==> config.mk <==
export PLATFORM = sky130hd
export DESIGN_NAME = multi_channel_quadrature_counter
export DESIGN_NICKNAME = d
export VERILOG_FILES = /design/src/rtl/qenc_pkg.sv /design/src/rtl/qenc_state_mem.sv /design/src/rtl/qenc_step.sv /design/src/rtl/multi_channel_quadrature_counter.sv
export SDC_FILE = /design/constraint.sdc
export NUM_CORES = 1
export LEC_CHECK = 0
export ABC_AREA = 0
export BUFFER_PORTS_ARGS = -buffer_cell sky130_fd_sc_hd__buf_2
export CAP_MARGIN = 0
export CORE_MARGIN = 2
export CORE_UTILIZATION = 55
export CTS_BUF_LIST = sky130_fd_sc_hd__clkbuf_16
export DETAILED_ROUTE_END_ITERATION = 10
export PLACE_DENSITY = 0.82
export SETUP_SLACK_MARGIN = 0.15
export SLEW_MARGIN = 20
export SYNTH_ARGS = -nofsm -noshare
export SYNTH_HDL_FRONTEND = slang
export SYNTH_SLANG_ARGS = --single-unit
==> constraint.sdc <==
create_clock -name clk -period 5.9 [get_ports clk]
set_clock_uncertainty 0.2 [all_clocks]
set_input_delay 1.18 -clock clk [delete_from_list [all_inputs] [get_ports clk]]
set_output_delay 1.18 -clock clk [all_outputs]
set_load 0.005 [all_outputs]
==> src/rtl/qenc_pkg.sv <==
// shared types and constants for the multi-channel quadrature counter
package qenc_pkg;

  localparam int NUM_CHANNELS = 8;
  localparam int ADDR_W = (NUM_CHANNELS > 1) ? $clog2(NUM_CHANNELS) : 1;
  localparam int COUNT_W = 32;

  typedef logic [ADDR_W-1:0] addr_t;

  typedef enum logic [1:0] {
    KIND_SAMPLE = 2'd0,
    KIND_INIT   = 2'd1,
    KIND_PRESET = 2'd2
  } kind_t;

  localparam logic signed [1:0] DIR_NONE = 2'sb00;
  localparam logic signed [1:0] DIR_FWD  = 2'sb01;
  localparam logic signed [1:0] DIR_REV  = 2'sb11;

  // per-channel state kept in the state memory
  typedef struct packed {
    logic [1:0]         phase;
    logic [COUNT_W-1:0] count;
  } chan_state_t;

  // update decided for one word
  typedef struct packed {
    logic              we;
    chan_state_t       state;
    logic [COUNT_W-1:0] position;
    logic signed [1:0] dir;
  } step_t;

  // gray-order phase code: 00->0, 01->1, 11->2, 10->3
  function automatic logic [1:0] phase_of_pins(input logic a, input logic b);
    return {a, a ^ b};
  endfunction

endpackage

==> src/rtl/qenc_state_mem.sv <==
// channel state memory with registered read, write forwarding and reset valid bits
module qenc_state_mem (
  input  logic                       clk,
  input  logic                       rst,
  input  logic                       rd_en,
  input  qenc_pkg::addr_t            rd_addr,
  output qenc_pkg::chan_state_t      rd_data,
  input  logic                       wr_en,
  input  qenc_pkg::addr_t            wr_addr,
  input  qenc_pkg::chan_state_t      wr_data
);

  qenc_pkg::chan_state_t mem [qenc_pkg::NUM_CHANNELS];
  logic [qenc_pkg::NUM_CHANNELS-1:0] vld;
  qenc_pkg::chan_state_t rd_q;
  logic rd_vld;

  always_ff @(posedge clk) begin
    if (wr_en) begin
      mem[wr_addr] <= wr_data;
    end
  end

  always_ff @(posedge clk) begin
    if (rst) begin
      vld <= '0;
    end else if (wr_en) begin
      vld[wr_addr] <= 1'b1;
    end
  end

  // a write at the same edge as the read to that entry is forwarded
  always_ff @(posedge clk) begin
    if (rst) begin
      rd_vld <= 1'b0;
    end else if (rd_en) begin
      rd_vld <= vld[rd_addr] | (wr_en && (wr_addr == rd_addr));
    end
  end

  always_ff @(posedge clk) begin
    if (rd_en) begin
      if (wr_en && (wr_addr == rd_addr)) begin
        rd_q <= wr_data;
      end else begin
        rd_q <= mem[rd_addr];
      end
    end
  end

  // never-written entries read as the reset state
  assign rd_data = rd_vld ? rd_q : '0;

endmodule

==> src/rtl/qenc_step.sv <==
// x4 quadrature decode and count update for one word
module qenc_step (
  input  logic [1:0]                  kind,
  input  logic                        chan_ok,
  input  logic [1:0]                  pins,
  input  logic [qenc_pkg::COUNT_W-1:0] preset,
  input  qenc_pkg::chan_state_t       cur,
  output qenc_pkg::step_t             res
);

  logic [1:0] fwd_phase;
  logic [1:0] rev_phase;

  assign fwd_phase = cur.phase + 2'd1;
  assign rev_phase = cur.phase - 2'd1;

  always_comb begin
    res.we    = chan_ok;
    res.state = cur;
    res.dir   = qenc_pkg::DIR_NONE;
    case (qenc_pkg::kind_t'(kind))
      qenc_pkg::KIND_SAMPLE: begin
        if (pins == fwd_phase) begin
          res.state.phase = pins;
          res.state.count = cur.count + qenc_pkg::COUNT_W'(1);
          res.dir         = qenc_pkg::DIR_FWD;
        end else if (pins == rev_phase) begin
          res.state.phase = pins;
          res.state.count = cur.count - qenc_pkg::COUNT_W'(1);
          res.dir         = qenc_pkg::DIR_REV;
        end
      end
      qenc_pkg::KIND_INIT: begin
        res.state.phase = pins;
      end
      qenc_pkg::KIND_PRESET: begin
        res.state.count = preset;
      end
      default: begin
        res.state = cur;
      end
    endcase
    // out-of-range channel changes nothing and reports zero
    if (!chan_ok) begin
      res.dir = qenc_pkg::DIR_NONE;
    end
    res.position = chan_ok ? res.state.count : '0;
  end

endmodule

==> src/rtl/multi_channel_quadrature_counter.sv <==
// Multi-channel x4 quadrature counter. Takes one word per clock and returns one result word
// per input word: accepting a word reads the addressed channel's phase and count from the
// registered-read state memory into the s1 stage; from s1 the step is decoded and the new
// state is written back while the output register is loaded. Words to the same channel on
// consecutive cycles are served by forwarding the write-back into the read, so the rate
// stays one word per cycle as long as results are taken. No clearing pass after reset.
module multi_channel_quadrature_counter (
  input  logic               clk,
  input  logic               rst,
  input  logic               in_valid,
  output logic               in_ready,
  input  logic [1:0]         kind,
  input  logic [2:0]         channel,
  input  logic               phase_a,
  input  logic               phase_b,
  input  logic signed [31:0] preset_value,
  output logic               out_valid,
  input  logic               out_ready,
  output logic [2:0]         channel_out,
  output logic signed [31:0] position,
  output logic signed [1:0]  direction
);

  logic                          in_acc;
  logic                          s1_valid;
  logic                          s1_adv;
  logic [1:0]                    s1_kind;
  logic [2:0]                    s1_channel;
  logic [1:0]                    s1_pins;
  logic [qenc_pkg::COUNT_W-1:0]  s1_preset;
  logic                          s1_ok;
  qenc_pkg::chan_state_t         rd_state;
  qenc_pkg::step_t               step;

  assign s1_adv   = s1_valid && (!out_valid || out_ready);
  assign in_ready = !s1_valid || s1_adv;
  assign in_acc   = in_valid && in_ready;
  assign s1_ok    = (int'(s1_channel) < qenc_pkg::NUM_CHANNELS);

  always_ff @(posedge clk) begin
    if (rst) begin
      s1_valid <= 1'b0;
    end else if (in_ready) begin
      s1_valid <= in_valid;
    end
  end

  always_ff @(posedge clk) begin
    if (in_acc) begin
      s1_kind    <= kind;
      s1_channel <= channel;
      s1_pins    <= qenc_pkg::phase_of_pins(phase_a, phase_b);
      s1_preset  <= preset_value;
    end
  end

  qenc_state_mem u_mem (
    .clk     (clk),
    .rst     (rst),
    .rd_en   (in_acc),
    .rd_addr (qenc_pkg::addr_t'(channel)),
    .rd_data (rd_state),
    .wr_en   (s1_adv && step.we),
    .wr_addr (qenc_pkg::addr_t'(s1_channel)),
    .wr_data (step.state)
  );

  qenc_step u_step (
    .kind    (s1_kind),
    .chan_ok (s1_ok),
    .pins    (s1_pins),
    .preset  (s1_preset),
    .cur     (rd_state),
    .res     (step)
  );

  always_ff @(posedge clk) begin
    if (rst) begin
      out_valid <= 1'b0;
    end else if (s1_adv) begin
      out_valid <= 1'b1;
    end else if (out_ready) begin
      out_valid <= 1'b0;
    end
  end

  always_ff @(posedge clk) begin
    if (s1_adv) begin
      channel_out <= s1_channel;
      position    <= step.position;
      direction   <= step.dir;
    end
  end

endmodule

==> results of run 1 <==
cell families (layout without fill, tap and decap cells):
logic type / Yosys count / after routing / synth area share [%]
and+or+nand+nor: 250 / 250 / 7.255
adders and majority gates: 2 / 2 / 0.1482
DFF: 393 / 393 / 69.25
AOI/OAI and AO/OA: 188 / 188 / 8.419
muxes: 126 / 126 / 12.92
xor gates and xnor gates: 6 / 6 / 0.3112
buffers and inverters: 73 / 182 / 1.704
critical path, delay by kind of cell, from the launching register on:
family                 cells  cell delay, ns
buffers and inverters      1            0.36
flip-flops                 1            0.75
AO/OA/AOI/OAI              4            2.03
AND/OR/NAND/NOR            2            0.50
per-layer routing:
metal	GRT usage, %	share of wire, %	vias to the layer above
met5	0	0	-
met4	8.770	2.7	0
met3	3.986	8.3	75
met2	40.69	48	540
met1	35.92	41	5161
li1	-	-	4384
flip-flops by register name, summed over array words and instances, names as in the netlist:
signal,flops
position,32
s1_preset,32
s1_valid,1
u_mem.rd_vld,1
channel_out,3
u_mem.vld,8
u_mem.rd_q,34
direction,2
out_valid,1
s1_channel,3
s1_kind,2
u_mem.mem,272
s1_pins,2
power breakdown:
part	switching, W	internal, W	total, W
sequential	0.0000723	0.00319	0.00326
combinational	0.000291	0.000173	0.000463
clock	0.00100	0.00160	0.00260
cells in the mapped netlist (4+ instances only):
cell	number	share of area, %
sky130_fd_sc_hd__nor4_1	4	0.15
sky130_fd_sc_hd__buf_2	8	0.24
sky130_fd_sc_hd__a221oi_1	5	0.26
sky130_fd_sc_hd__a21oi_1	33	0.98
sky130_fd_sc_hd__o22ai_1	7	0.26
sky130_fd_sc_hd__or2_2	6	0.22
sky130_fd_sc_hd__o21ai_0	27	0.80
sky130_fd_sc_hd__nand4_1	10	0.37
sky130_fd_sc_hd__nand2b_1	4	0.15
sky130_fd_sc_hd__a22o_1	4	0.21
sky130_fd_sc_hd__a32oi_1	5	0.26
sky130_fd_sc_hd__and2_1	15	0.56
sky130_fd_sc_hd__and3_1	5	0.19
sky130_fd_sc_hd__dfxtp_1	11	1.3
sky130_fd_sc_hd__buf_1	9	0.20
sky130_fd_sc_hd__or3_1	7	0.26
sky130_fd_sc_hd__edfxtp_1	382	68
sky130_fd_sc_hd__nor3_1	12	0.36
sky130_fd_sc_hd__o311a_1	7	0.42
sky130_fd_sc_hd__nand2_1	65	1.4
sky130_fd_sc_hd__a211oi_1	9	0.40
sky130_fd_sc_hd__o31ai_1	8	0.36
sky130_fd_sc_hd__o211ai_1	4	0.18
sky130_fd_sc_hd__o41ai_1	7	0.36
sky130_fd_sc_hd__nor2b_1	5	0.19
sky130_fd_sc_hd__nor2_1	69	1.5
sky130_fd_sc_hd__a21boi_0	4	0.18
sky130_fd_sc_hd__o31a_1	6	0.31
sky130_fd_sc_hd__nand3_1	26	0.77
sky130_fd_sc_hd__or4_1	9	0.40
sky130_fd_sc_hd__a22oi_1	7	0.31
sky130_fd_sc_hd__o22a_1	4	0.21
sky130_fd_sc_hd__inv_1	9	0.20
sky130_fd_sc_hd__mux2_2	35	2.3
sky130_fd_sc_hd__xor2_1	5	0.26
sky130_fd_sc_hd__a21o_1	10	0.44
sky130_fd_sc_hd__mux4_2	70	9.3
sky130_fd_sc_hd__mux2i_1	21	1.2
sky130_fd_sc_hd__clkbuf_1	45	1.0
stage by stage:
step           setup slack [ns]  area (µm²)  hold slack [ns]  power, W
2_1_floorplan            0.3448       16880           0.2348  0.003598
3_3_place_gp              1.886       17770           0.2442  0.003758
3_5_place_dp              1.734       17770           0.2600  0.003773
4_1_cts                   1.692       19120           0.2741  0.006346
5_1_grt                   1.440       19140           0.3028  0.006500
6_report                  1.668       19140           0.2805  0.006322
cells in the final DEF (no fill, tap or decap), types with 7 or more instances in the layout:
cell type and count:
sky130_fd_sc_hd__nand4_1 10, sky130_fd_sc_hd__mux2i_1 21, sky130_fd_sc_hd__a21oi_1 33, sky130_fd_sc_hd__buf_4 22, sky130_fd_sc_hd__nand2_1 65, sky130_fd_sc_hd__o22ai_1 7
sky130_fd_sc_hd__clkinv_1 9, sky130_fd_sc_hd__o311a_1 7, sky130_fd_sc_hd__a211oi_1 8, sky130_fd_sc_hd__mux4_2 70, sky130_fd_sc_hd__a21o_1 10, sky130_fd_sc_hd__bufinv_16 9
sky130_fd_sc_hd__or3_1 7, sky130_fd_sc_hd__a22oi_1 7, sky130_fd_sc_hd__dfxtp_1 10, sky130_fd_sc_hd__edfxtp_1 382, sky130_fd_sc_hd__o21ai_0 26, sky130_fd_sc_hd__o41ai_1 7
sky130_fd_sc_hd__nor3_1 8, sky130_fd_sc_hd__o31ai_1 8, sky130_fd_sc_hd__or4_1 9, sky130_fd_sc_hd__nor2_1 66, sky130_fd_sc_hd__clkbuf_16 39, sky130_fd_sc_hd__inv_1 13
sky130_fd_sc_hd__nand3_1 26, sky130_fd_sc_hd__and2_1 14, sky130_fd_sc_hd__mux2_2 35, sky130_fd_sc_hd__buf_2 81
layout make-up:
type / count / area share [%]
inverter: 10 / 0.1961
multi-input combinational: 572 / 26.02
clock buffer: 39 / 5.099
clock inverter: 29 / 1.922
timing repair buffer: 104 / 3.086
tap: 396 / 2.589
sequential: 393 / 61.09
worst paths after layout:
kind,to,slack (ns),depth (start not counted)
worst max register to register,u_mem.mem[5][24],1.67,7
worst min register to register,u_mem.vld[3],0.28,2
worst max-delay path,u_mem.mem[5][24],1.67,7
worst min-delay path,u_mem.vld[3],0.28,2
==> results.md, run 1 <==
- Each instance of the synthesized netlist takes up on average 16.27 µm².
- For the worst-skew pair, the clock arrives at the later sink with an insertion delay of 0.52 ns.
- The non-filler instance count after layout is between 1.5k and 2k.
- The slowest stage of the critical path is the sky130_fd_sc_hd__a21boi_0 cell.
- The utilization after layout is between 60 and 70%.
- The count of endpoints failing hold in the final timing report is 0.
- The class of the tightest hold or removal check is register to register.
- When the netlist entered floorplanning its net count stood at 1083.
- The overall global routing resource usage is 25.38%.
- The routed design has 39940 µm of wire.
- The number of DRC violations after detailed-routing iteration 0 is ~1.2k.
- The first global-routing pass estimated 59830 µm of wire.
- Post-CTS repair changed the size of 0 cells.
- The via density per instance is 6.585.
- Derived from the worst setup path, the maximum achievable clock frequency is 236.3 MHz.
- The power density relative to cell area is 330.3 mW/mm².
- The clock root buffer master is sky130_fd_sc_hd__clkbuf_16.
- The total of max-cap violations is 0.
- In this run the cell area of the synthesized design comes to ~0.017 mm².
- The floorplan step set the die height to 179.2 µm.
- The count of vias placed by the detailed router is 10.16k.
- The critical path required time is 5.87 ns.
- Setup violations remaining at the end of the flow were counted as 0.
- The arrival time reported for the critical path endpoint is 4.20 ns.
- The register bit total from synthesis is roughly 390.
- In this run the horizontal extent of the chip is 179.2 µm.
- The largest vdd supply drop is about 0.34 mV.
- The number of enable-type register cells in the synthesized netlist is roughly 380.
- The initial antenna violation count is 0.
- The max-slew violation total from the final report came to 0.
- The filler cells instantiated in the layout total 2145.
- The hold path startpoint is u_mem.vld[3].
- Synthesis handed over a netlist of 1038 instances.
- The initial utilization of the core area, before any placement, comes to 55.49%.
- The number of different library cells used by synthesis comes to 79.
- The startpoint type of the worst setup path is a register.
- The first-pass iteration count of the detailed router is 5.
- Clock tree synthesis inserted a total of 39 buffers.
- The routed wirelength normalized by instance count is around 26 µm.
- The number of clock sinks is between 300 and 400.
- The overall die area is 0.03211 mm².
- The number of nets in the layout is 1165.
- The multi-input combinational cells in the finished layout cover a total of 0.004980 mm².
- Once detail routing completed, the nets flagged for antenna violations numbered 0.
- The share of the cycle needed by the critical path after routing is 71.73%.
- The half-perimeter wire length after detailed placement is 24070 µm.
- Setup repair after global routing left no endpoint under its margin.
- The area taken by flip-flops and latches is 0.01169 mm².
- Counting along the longest clock path gives a buffer depth of 3.
- The number of H-tree levels is 2.
- The largest driver fanout on the critical path is 36.
- The total core area is 0.03043 mm².
- The setup total negative slack is 0 ns.
- During placement, the flow inserted port buffers numbering 81.
- TritonCTS built the clock tree.
- Traced cell by cell, the critical path runs through buf_4 -> and3b_1 -> a32oi_1 -> a21oi_1 -> nand4_1 -> a31o_2 -> a21boi_0.
- The maximum number of pins on one net before global-route repair is 56.
- The number of buffers added to fix hold violations after cts is 0.
- The DRC violation count after routing is 0.
- In this run, placement finished with an instance count of roughly 1.5k.
- The number of top-level pins is 82.
- The number of antenna cells inserted is 0.
- The synthesis warning total is 0.
- Global routing finished with a remaining overflow of 0.
- Row generation in the floorplan step produced between 60 and 70 rows.
- Routability-driven placement finished with a final weighted congestion of a little under 1.
- The worst flop-to-flop path startpoint is u_mem.rd_vld.
- For the pin with the worst max-slew slack, the measured transition is 1.035 ns.
- The number of setup buffers added after CTS is 0.
- For this design the static power due to leakage is 6.359 nW.
- The number of global-route vias before repair is 10.08k.
- Cells with a size suffix above 1 make up 26.07% of the layout.
- The clock-pin slew on the worst setup and hold paths is 0.06 ns.
- The worst-case headroom to the max-slew limit is 30.35%.
- The critical path's largest stage delay is 0.82 ns.
- The minimum clock period after layout is between 4 and 5 ns.
- From synthesis to final layout, the design area changed by 13.36%.
- The critical path in this run is classified as register to register.
- For this run, the leading register cell type out of synthesis is sky130_fd_sc_hd__edfxtp_1.
- The share of the Yosys chip area taken by registers is 69.25%.
- The origin of the worst setup path is u_mem.rd_vld.
- STA classifies the critical path endpoint as a register.
- The fraction of synthesis flops using an asynchronous set or reset pin is 0%.
- The flow ran to the end, and the final reports show no timing, DRC or antenna violations.
Power figures use the tool's default switching activity.
==> run 2, diff against run 1 <==
- PLACE_DENSITY: 0.82 -> 0.84
- clock period: 5.9 -> 3.64 ns (I/O delays scaled with it)
==> results.md, run 2 (synthesized netlist as in run 1, its figures left out) <==
- The first-pass iteration count of the detailed router is 8 (+3).
- STA classifies the critical path endpoint as a register.
- The setup total negative slack came to 0 ns (unchanged).
- The startpoint type of the worst setup path is a register.
- The worst-margin pin slew is 0.9779 ns (-0.05751 ns).
- The pre-CTS setup slack is 0.1735 ns (-1.561 ns).
- The share of power burned in registers came to 52.3% (+0.7 points).
- The fraction of final layout cells sized beyond drive strength 1 is 29.54% (+3.5 points).
- The number of instances on the worst hold path is 1 (-1).
- The share of the cycle needed by the critical path after routing was 94.92% (+23 points).
- In the layout the commonest cells are 382 x sky130_fd_sc_hd__edfxtp_1, 80 x sky130_fd_sc_hd__buf_2, 70 x sky130_fd_sc_hd__mux4_2, 66 x sky130_fd_sc_hd__nor2_1, 62 x sky130_fd_sc_hd__nand2_1.
- The post-route antenna net violation count is 0 (unchanged).
- The critical path required time is 3.72 ns (-2.15 ns).
- The worst setup slack for register-to-register paths is 0.18 ns (-1.48 ns).
- The number of global-route vias before repair is 10.21k (+1.2%).
- The leakage power summed over all cells is 6.604 nW (+3.9%).
- The maximum number of pins on one net before global-route repair is 56 (unchanged).
- The number of DRC violations after detailed-routing iteration 0 came to 1245 (+4.6%).
- The register bank with the most flops is u_mem.mem.
- The total power of the final layout came to 0.01007 W (+59%).
- The largest vdd supply drop is 0.4314 mV (+28%).
- The latest clock arrival within the worst-skew pair is 0.53 ns (about the same).
- The number of H-tree levels is 2 (unchanged).
- Compared with the post-synthesis result, the final layout area differs by 15.74%.
- The total number of placement rows is 64 (unchanged).
- The arrival time reported for the critical path endpoint came to 3.54 ns (-0.66 ns).
- The total core area is 0.03043 mm² (unchanged).
- The half-perimeter wire length after detailed placement is 24770 µm (+2.9%).
- The share of power burned in the clock network is 39.3% (-1.8 points).
- The class of the tightest hold or removal check is primary input to register.
- The via density per instance is 6.539 (-0.69%).
- The count of endpoints failing hold in the final timing report is 0 (unchanged).
- The endpoint with the worst hold slack is s1_preset[27].
- The number of buffers added to fix hold violations after cts is 0 (unchanged).
- The hold path startpoint is preset_value[27].
- The overall die area is 0.03211 mm² (unchanged).
- The switching power as a share of total power is 22.56% (+0.99 points).
- The total congestion overflow after global routing is 0 (unchanged).
- The slack of the critical path came to 0.1850 ns (-1.483 ns).
- The count of cells along the worst register-to-register path is 9 (+2).
- The power density relative to cell area is 515.1 mW/mm² (+56%).
- The die outline width is 179.2 µm (unchanged).
- The clock tree from TritonCTS is done.
- The overall global routing resource usage was 26.15% (+0.77 points).
- The number of clock sinks is 393 (unchanged).
- The top achievable clock speed is 289.4 MHz (+22%).
- The minimum clock period after layout is 3.455 ns (-0.7771 ns).
- CTS placed an instance of sky130_fd_sc_hd__clkbuf_16 at the clock tree root.
- The switching power is 0.002271 W (+67%).
- The routed wirelength normalized by instance count is 25.72 µm (-0.65%).
- The worst flop-to-flop path startpoint is u_mem.rd_q[3].
- The number of port buffers was 81 (unchanged).
- The largest driver fanout on the critical path is 6 (-83%).
- The effective utilization at floorplan is 55.49% (unchanged).
- The worst-case headroom to the max-slew limit is 34.12% (+3.8 points).
- The height of the die came to 179.2 µm (unchanged).
- The number of endpoints failing setup at the final stage was 0 (unchanged).
- The count of vias placed by the detailed router came to 10.40k (+2.4%).
- The capturing point of the worst reg2reg path is u_mem.rd_q[29].
- The number of top-level pins came to 82 (unchanged).
- The start-to-end type of the worst setup path is register to register.
- Setup repair after global routing could not meet its margin everywhere.
- The flip-flop count of the largest register after layout is 272 (unchanged).
- The library cell used most frequently in the layout, excluding fill and tap cells, is sky130_fd_sc_hd__edfxtp_1.
- The flow ran to the end, and the final reports show no timing, DRC or antenna violations.
- The number of nets in the layout is 1211 (+3.9%).
- The share of total power in combinational logic came to 8.4% (+1.1 points).
- The total wirelength of the detailed-routed design is 40910 µm (+2.4%).
- The deepest clock path buffer count is 3 (unchanged).
- The DRC violation count after routing is 0 (unchanged).
- The clock-pin slew on the worst setup and hold paths came to 0.06 ns (about the same).
- The total of max-cap violations was 0 (unchanged).
- The number of antenna cells inserted is 0 (unchanged).
- The global-route wire length before repair is 61890 µm (+3.4%).
- The largest registers in the layout are u_mem.mem (272), u_mem.rd_q (34).
- The total CTS buffers is 40 (+2.6%).
- The origin of the worst setup path is u_mem.rd_q[3].
- The internal power is 0.007795 W (+57%).
- The last weighted congestion value of the routability-driven placer is 0.9987 (+3.2%).
- The initial antenna violation count is 0 (unchanged).
- The max-slew violation total from the final report is 0 (unchanged).
==> run 2: cell types whose count changed in the layout (fill, tap and decap cells not counted), sizes merged <==
| cell | before | now |
|---|---|---|
| buf | 104 | 149 |
| inv | 15 | 22 |
| bufinv | 9 | 4 |
| clkbuf | 39 | 40 |
==> run 2: worst max-delay path: stages, from the launching register on <==
cell and delay, ns:
sky130_fd_sc_hd__edfxtp_1 0.50, sky130_fd_sc_hd__or3_2 0.52, sky130_fd_sc_hd__o41a_1 0.47, sky130_fd_sc_hd__buf_4 0.20, sky130_fd_sc_hd__a211oi_2 0.29, sky130_fd_sc_hd__buf_4 0.20, sky130_fd_sc_hd__nand3_1 0.08, sky130_fd_sc_hd__a31oi_1 0.25
sky130_fd_sc_hd__o21ai_1 0.19, sky130_fd_sc_hd__mux2_2 0.31
==> run 2: final cells by class <==
| cell class | count | area (µm²) |
|---|---|---|
| clock buffer | 40 | 1001 |
| fill | 2070 | 10890 |
| tap | 396 | 495.5 |
| multi-input combinational | 572 | 5027 |
| sequential | 393 | 11690 |
| timing repair buffer | 149 | 1018 |
| inverter | 10 | 37.54 |
| clock inverter | 31 | 269.0 |
==> run 2: routing by layer <==
metal | global-route usage (%) | share of wire [%]
met3 | 3.923 | 7.8
met1 | 36.69 | 40
met4 | 9.207 | 3.4
met2 | 42.28 | 49
met5 | 0 | 0
==> run 2: stage by stage <==
stage	hold slack, ns	instance area [µm²]	std cells	util, %
after floorplan	0.2348	17000	1038	-
after global placement	0.2460	18210	1514	59.83
after detailed placement	0.2596	18210	1514	59.83
after CTS	0.1513	19480	1585	64.00
after global routing	0.1490	19540	1591	64.22
final	0.1646	19540	1591	64.22
==> run 2: how the worst max path moves through the flow <==
stage | to | slack, ns
final | u_mem.rd_q[29] | 0.18
after global placement | u_mem.rd_q[28] | 0.25
after global routing | u_mem.rd_q[28] | 0.14
after CTS | u_mem.rd_q[28] | 0.16
after floorplan | u_mem.mem[2][0] | -0.49
after detailed placement | u_mem.rd_q[28] | 0.17
==> run 2: power groups by stage <==
stage               Combinational, W  Clock [W]  Sequential (W)
finish                      0.000850    0.00395         0.00526
global route                0.000915    0.00418         0.00527
CTS                         0.000833    0.00401         0.00526
detailed placement          0.000824          0         0.00535
global placement            0.000803          0         0.00535
floorplan                   0.000526          0         0.00532
==> run 2: repair_timing <==
action | 4_1_cts | 5_1_grt
hold endpoints to repair | 0 | 0
endpoints found under the setup margin | 0 | 33
resized for setup | 0 | 6
setup buffers | 0 | 6
